`src/hw/rtl/rthc_pkg.sv`:
```
package rthc_pkg;

    localparam int MAX_TRI = 256;
    localparam int CNT_W   = 9;
    localparam int ADDR_W  = 10;
    localparam int DEPTH   = 3 * MAX_TRI;
    localparam int MW      = 52;    // multiplier operand width, signed
    localparam int CW      = 108;   // cross product and test width, signed
    localparam int RW      = 49;    // scaled ray vector width, signed
    localparam int CHW     = 16;    // multiplier digit width
    localparam int NCH     = 4;     // digits per multiply
    localparam int MBW     = CHW * NCH;
    localparam int NSTEP   = 28;    // multiplies per triangle
    localparam int NGRP    = 5;     // test groups per triangle

    typedef enum logic [1:0] {
        KIND_CLEAR = 2'd0,
        KIND_LOAD  = 2'd1,
        KIND_QUERY = 2'd2,
        KIND_NONE  = 2'd3
    } kind_t;

    typedef enum logic [2:0] {
        ST_IDLE,
        ST_STORE,
        ST_RAY,
        ST_FETCH,
        ST_MUL,
        ST_TEST,
        ST_DONE
    } state_t;

    typedef struct packed {
        logic busy;
        logic done;
    } mul_status_t;

    function automatic logic signed [MW-1:0] sx32(input logic [31:0] v);
        return {{(MW-32){v[31]}}, v};
    endfunction

    // sign test of num against the sign of a nonzero denominator
    function automatic logic sign_ok(input logic signed [CW-1:0] x, input logic den_neg);
        return den_neg ? (x[CW-1] || x == '0) : !x[CW-1];
    endfunction

endpackage

```
`src/hw/rtl/rthc_mul.sv`:
```
module rthc_mul (
    input  logic                          aclk,
    input  logic                          aresetn,
    input  logic                          start,
    input  logic signed [rthc_pkg::MW-1:0] a,
    input  logic signed [rthc_pkg::MW-1:0] b,
    output logic signed [rthc_pkg::CW-1:0] prod,
    output rthc_pkg::mul_status_t          status
);
    import rthc_pkg::*;

    logic                busy_reg;
    logic                done_reg;
    logic [1:0]          cnt_reg;
    logic [MW-1:0]       ma_reg;
    logic [MBW-1:0]      mb_reg;
    logic [2*MW-1:0]     acc_reg;
    logic                neg_reg;
    logic [MW+CHW-1:0]   term;
    logic [2*MW-1:0]     term_sh;
    logic [MW-1:0]       mag_a;
    logic [MW-1:0]       mag_b;

    assign mag_a = a[MW-1] ? MW'(-a) : MW'(a);
    assign mag_b = b[MW-1] ? MW'(-b) : MW'(b);
    assign term  = ma_reg * mb_reg[CHW-1:0];

    always_comb begin
        case (cnt_reg)
            2'd0:    term_sh = (2*MW)'(term);
            2'd1:    term_sh = (2*MW)'({term, {CHW{1'b0}}});
            2'd2:    term_sh = (2*MW)'({term, {(2*CHW){1'b0}}});
            default: term_sh = (2*MW)'({term, {(3*CHW){1'b0}}});
        endcase
    end

    always_ff @(posedge aclk) begin
        if (!aresetn) begin
            busy_reg <= 1'b0;
            done_reg <= 1'b0;
            cnt_reg  <= '0;
        end else begin
            done_reg <= busy_reg && (cnt_reg == 2'(NCH - 1));
            if (start && !busy_reg) begin
                busy_reg <= 1'b1;
                cnt_reg  <= '0;
            end else if (busy_reg) begin
                cnt_reg <= cnt_reg + 2'd1;
                if (cnt_reg == 2'(NCH - 1)) begin
                    busy_reg <= 1'b0;
                end
            end
        end
    end

    always_ff @(posedge aclk) begin
        if (start && !busy_reg) begin
            ma_reg  <= mag_a;
            mb_reg  <= MBW'(mag_b);
            acc_reg <= '0;
            neg_reg <= a[MW-1] ^ b[MW-1];
        end else if (busy_reg) begin
            acc_reg <= acc_reg + term_sh;
            mb_reg  <= mb_reg >> CHW;
        end
    end

    assign prod          = neg_reg ? -$signed(CW'(acc_reg)) : $signed(CW'(acc_reg));
    assign status.busy   = busy_reg;
    assign status.done   = done_reg;

`ifndef SYNTHESIS
    a_done_after_busy: assert property (@(posedge aclk) disable iff (!aresetn)
        done_reg |-> $past(busy_reg)) else $error("product done without a multiply");
    a_no_overlap: assert property (@(posedge aclk) disable iff (!aresetn)
        done_reg |-> !busy_reg) else $error("multiplier busy while done");
    a_four_digits: assert property (@(posedge aclk) disable iff (!aresetn)
        (start && !busy_reg) |=> ##4 done_reg) else $error("multiply took wrong cycle count");
`endif

endmodule

```
`config.mk`:
```
export PLATFORM = sky130hd
export DESIGN_NAME = rthc_mul
export DESIGN_NICKNAME = d
export VERILOG_FILES = /design/src/hw/rtl/rthc_pkg.sv /design/src/hw/rtl/rthc_mul.sv
export SDC_FILE = /design/constraint.sdc
export NUM_CORES = 2
export LEC_CHECK = 0
export BUFFER_PORTS_ARGS = -buffer_cell sky130_fd_sc_hd__buf_4
export CAP_MARGIN = 5
export CORE_ASPECT_RATIO = 0.6
export CORE_UTILIZATION = 31
export CTS_CLUSTER_DIAMETER = 200
export DETAILED_ROUTE_END_ITERATION = 8
export PLACE_DENSITY = 0.52
export SYNTH_ARGS = -nofsm -noshare
export SYNTH_HDL_FRONTEND = slang
export SYNTH_SLANG_ARGS = --single-unit
```
`constraint.sdc`:
```
create_clock -name aclk -period 24.4 [get_ports aclk]
set_input_delay 0 -clock aclk [delete_from_list [all_inputs] [get_ports aclk]]
set_output_delay 0 -clock aclk [all_outputs]
set_load 0.005 [all_outputs]
```
==> flow_summary.ini <==
[synthesis]
synthTopCellsByArea = fa_1, nand2_1, ha_1, edfxtp_1, inv_1
ys_types = 68
yosys.area.top_type = fa_1
ys_ff_latch = 213
synth_nets = 6519
synth-main-ff-cell = dfxtp_1
async_flop_share_pct = 0
syn_area_per_cell_um2 = 8.204
netlist_area_um2 = 44790
synth_edf_count = 105
synth_top_area_share_pct = 31.24
ys_seq_area_share_pct = 11.87
synthesis.instances = 5459
yosys_warnings = 0

[sta]
tightest_slew_ns = 1.447
grt_setup_unrepaired = false
setup-tns-final_ns = 0
min_period_ns = 14.39
hold_viol_final = 0
report.final.setup_viol = 0
fmax_mhz = 69.52
min_period_over_period_pct = 58.96
fin_skew_ns = 0.03539
maxSlewHeadroom_pct = 2.162
drv_slew = 0
fin_hold_ws_ns = 0.05658

[setup_path]
path_depth = 38
cp_data_required_time_ns = 24.95
arrival_ns = 14.93
path_max_fanout = 29
timing.rr.end = acc_reg[97]
endpoint = acc_reg[97]
crit_type = flop to flop
crit_top_cell = fa_1
r2r_start = mb_reg[8]
critical-path-top-delay-family = compound AO/OA/AOI/OAI gates
crit_buf_inv = 7
slowest_stage = nor4b_1
r2r_slack_ns = 10.01
max_stage_delay_ns = 1.22
cp-end-kind = flop
start_kind = flop
cp-startpoint = mb_reg[8]
reg2reg_depth = 38

[routing]
dr.pass1.iters = 7
wl_per_cell_um = 21.99
ant_nets = 0
drt_iter0_drc = 4105
drc = 0
met1_length_um = 84280
vias = 39820
via_per_inst = 5.257
highest_layer = met5
routed_wirelength_um = 166600
wl_met3_um = 17370
met2_length_um = 62910

[final_layout]
drive_gt1_share_pct = 6.673
layout_common_cells = nand2_1, inv_1, fa_1, o21ai_0, and2_1
fillers = 14890
layout_commonest_cell = nand2_1
register_area_um2 = 5315
syn2layout_area_growth_pct = 13.55
final_nets = 6703
largest_reg_flops = 104
multi_input_area_um2 = 35250

[place]
io_buffers = 216
gp_congestion = 0.9918
dp_hpwl_um = 134900

[flow_run]
maxCapViolCount = 0

[clock_network]
cts_num_sinks = 213
numCtsBuffers = 29
clk_latency_ns = 0.65
clk_pin_slew_ns = 0.07
cts_tree = built
clock_tree.root_cell = clkbuf_16
htree_levels = 1
clockBufferDepth = 3
post_cts_buffers = 0
ctsResizeCount = 0

[global_routing]
grt_util_all_layers_pct = 22.63
grt_max_degree = 92
grt_overflow_total = 0
antenna_found_initial = 9
grt_pass1_vias = 37990
grt_pass1_wl_um = 250100

[floorplanning]
initial_utilization_pct = 31.41
rows = 107
fp.dieW_um = 492.7
coreArea_um2 = 142600
dieArea_um2 = 146000
ioPinCount = 217
die_h_um = 296.4

[hold_path]
hp-class = input pin to flop

[status]
outcome = finished clean
[cell usage after synthesis, types with 7 or more instances]
| cell type | number |
|---|---|
| nand2_1 | 936 |
| o31ai_1 | 72 |
| a21oi_1 | 235 |
| a211oi_1 | 12 |
| xnor2_1 | 238 |
| a22oi_1 | 13 |
| a21boi_0 | 8 |
| ha_1 | 254 |
| fa_1 | 699 |
| and2_1 | 297 |
| and3_1 | 21 |
| a221o_1 | 12 |
| a311oi_1 | 7 |
| a22o_1 | 23 |
| o22ai_1 | 24 |
| or3_1 | 46 |
| a221oi_1 | 26 |
| nand4_1 | 59 |
| nor4_1 | 16 |
| a31oi_1 | 31 |
| xor2_1 | 127 |
| o31a_1 | 9 |
| o21a_1 | 20 |
| edfxtp_1 | 105 |
| nor2b_1 | 26 |
| o21bai_1 | 46 |
| nand3_1 | 29 |
| inv_1 | 833 |
| a21o_1 | 100 |
| o211ai_1 | 7 |
| or4_1 | 26 |
| or2_2 | 17 |
| clkbuf_1 | 287 |
| dfxtp_1 | 108 |
| o21ai_0 | 318 |
| nor2_1 | 180 |
| nor3_1 | 48 |
| nand2b_1 | 30 |
| o221ai_1 | 12 |
| o41ai_1 | 30 |
[metrics by stage]
| stage | util (%) | worst slack, ns | area (um2) | instances |
|---|---|---|---|---|
| finish | 35.67 | 10.01 | 50860 | 7575 |
| global route | 35.66 | 9.940 | 50850 | 7572 |
| CTS | 35.66 | 10.92 | 50850 | 7572 |
| detailed placement | 33.85 | 10.96 | 48260 | 7363 |
| global placement | 33.85 | 10.92 | 48260 | 7363 |
| floorplan | - | 14.71 | 44790 | 5459 |
[area by class of cell]
class,instances,area share [%]
sequential,213,10.45
antenna,3,0.01476
clock inverter,22,0.5216
multi-input combinational,4120,69.30
timing repair buffer,445,7.361
tap,1907,4.692
inverter,834,6.155
clock buffer,31,1.503
[cells by family after synthesis]
kind of cell | Yosys count | synth area share (%)
compound gates | 1042 | 14.75
xor+xnor | 365 | 7.138
fa+ha+maj | 953 | 38.34
buf+inv | 1126 | 9.465
flops | 213 | 11.87
mux | 5 | 0.1118
simple gates | 1755 | 18.32
[worst min path at each step]
stage,startpoint,slack [ns],to,cells after the start
after floorplan,a[0],0.1,ma_reg[0],0
after global placement,a[0],0.22,ma_reg[0],1
after detailed placement,a[0],0.22,ma_reg[0],1
after CTS,a[51],0.03,neg_reg,2
after global routing,b[4],0.07,mb_reg[4],3
final,a[51],0.06,ma_reg[16],3
[repair_timing]
action                                  in CTS  in global routing
endpoints found under the setup margin       0                  0
hold endpoints to repair                   114                  0
hold buffers                               156                  0
[tightest hold or removal path, stage by stage]
cell and delay, ns:
buf_4 0.29, nand2_1 0.15, xnor2_1 0.13
[metal layers]
metal  vias up  GRT usage, %
met2      1734         29.60
met3       125         5.473
met5         -             0
li1      18000             -
met4         6         2.830
met1     19960         36.92
Power is left out: the tool's default activity adds up to more than one toggle a clock period on the data nets, which glitch-free logic cannot reach.
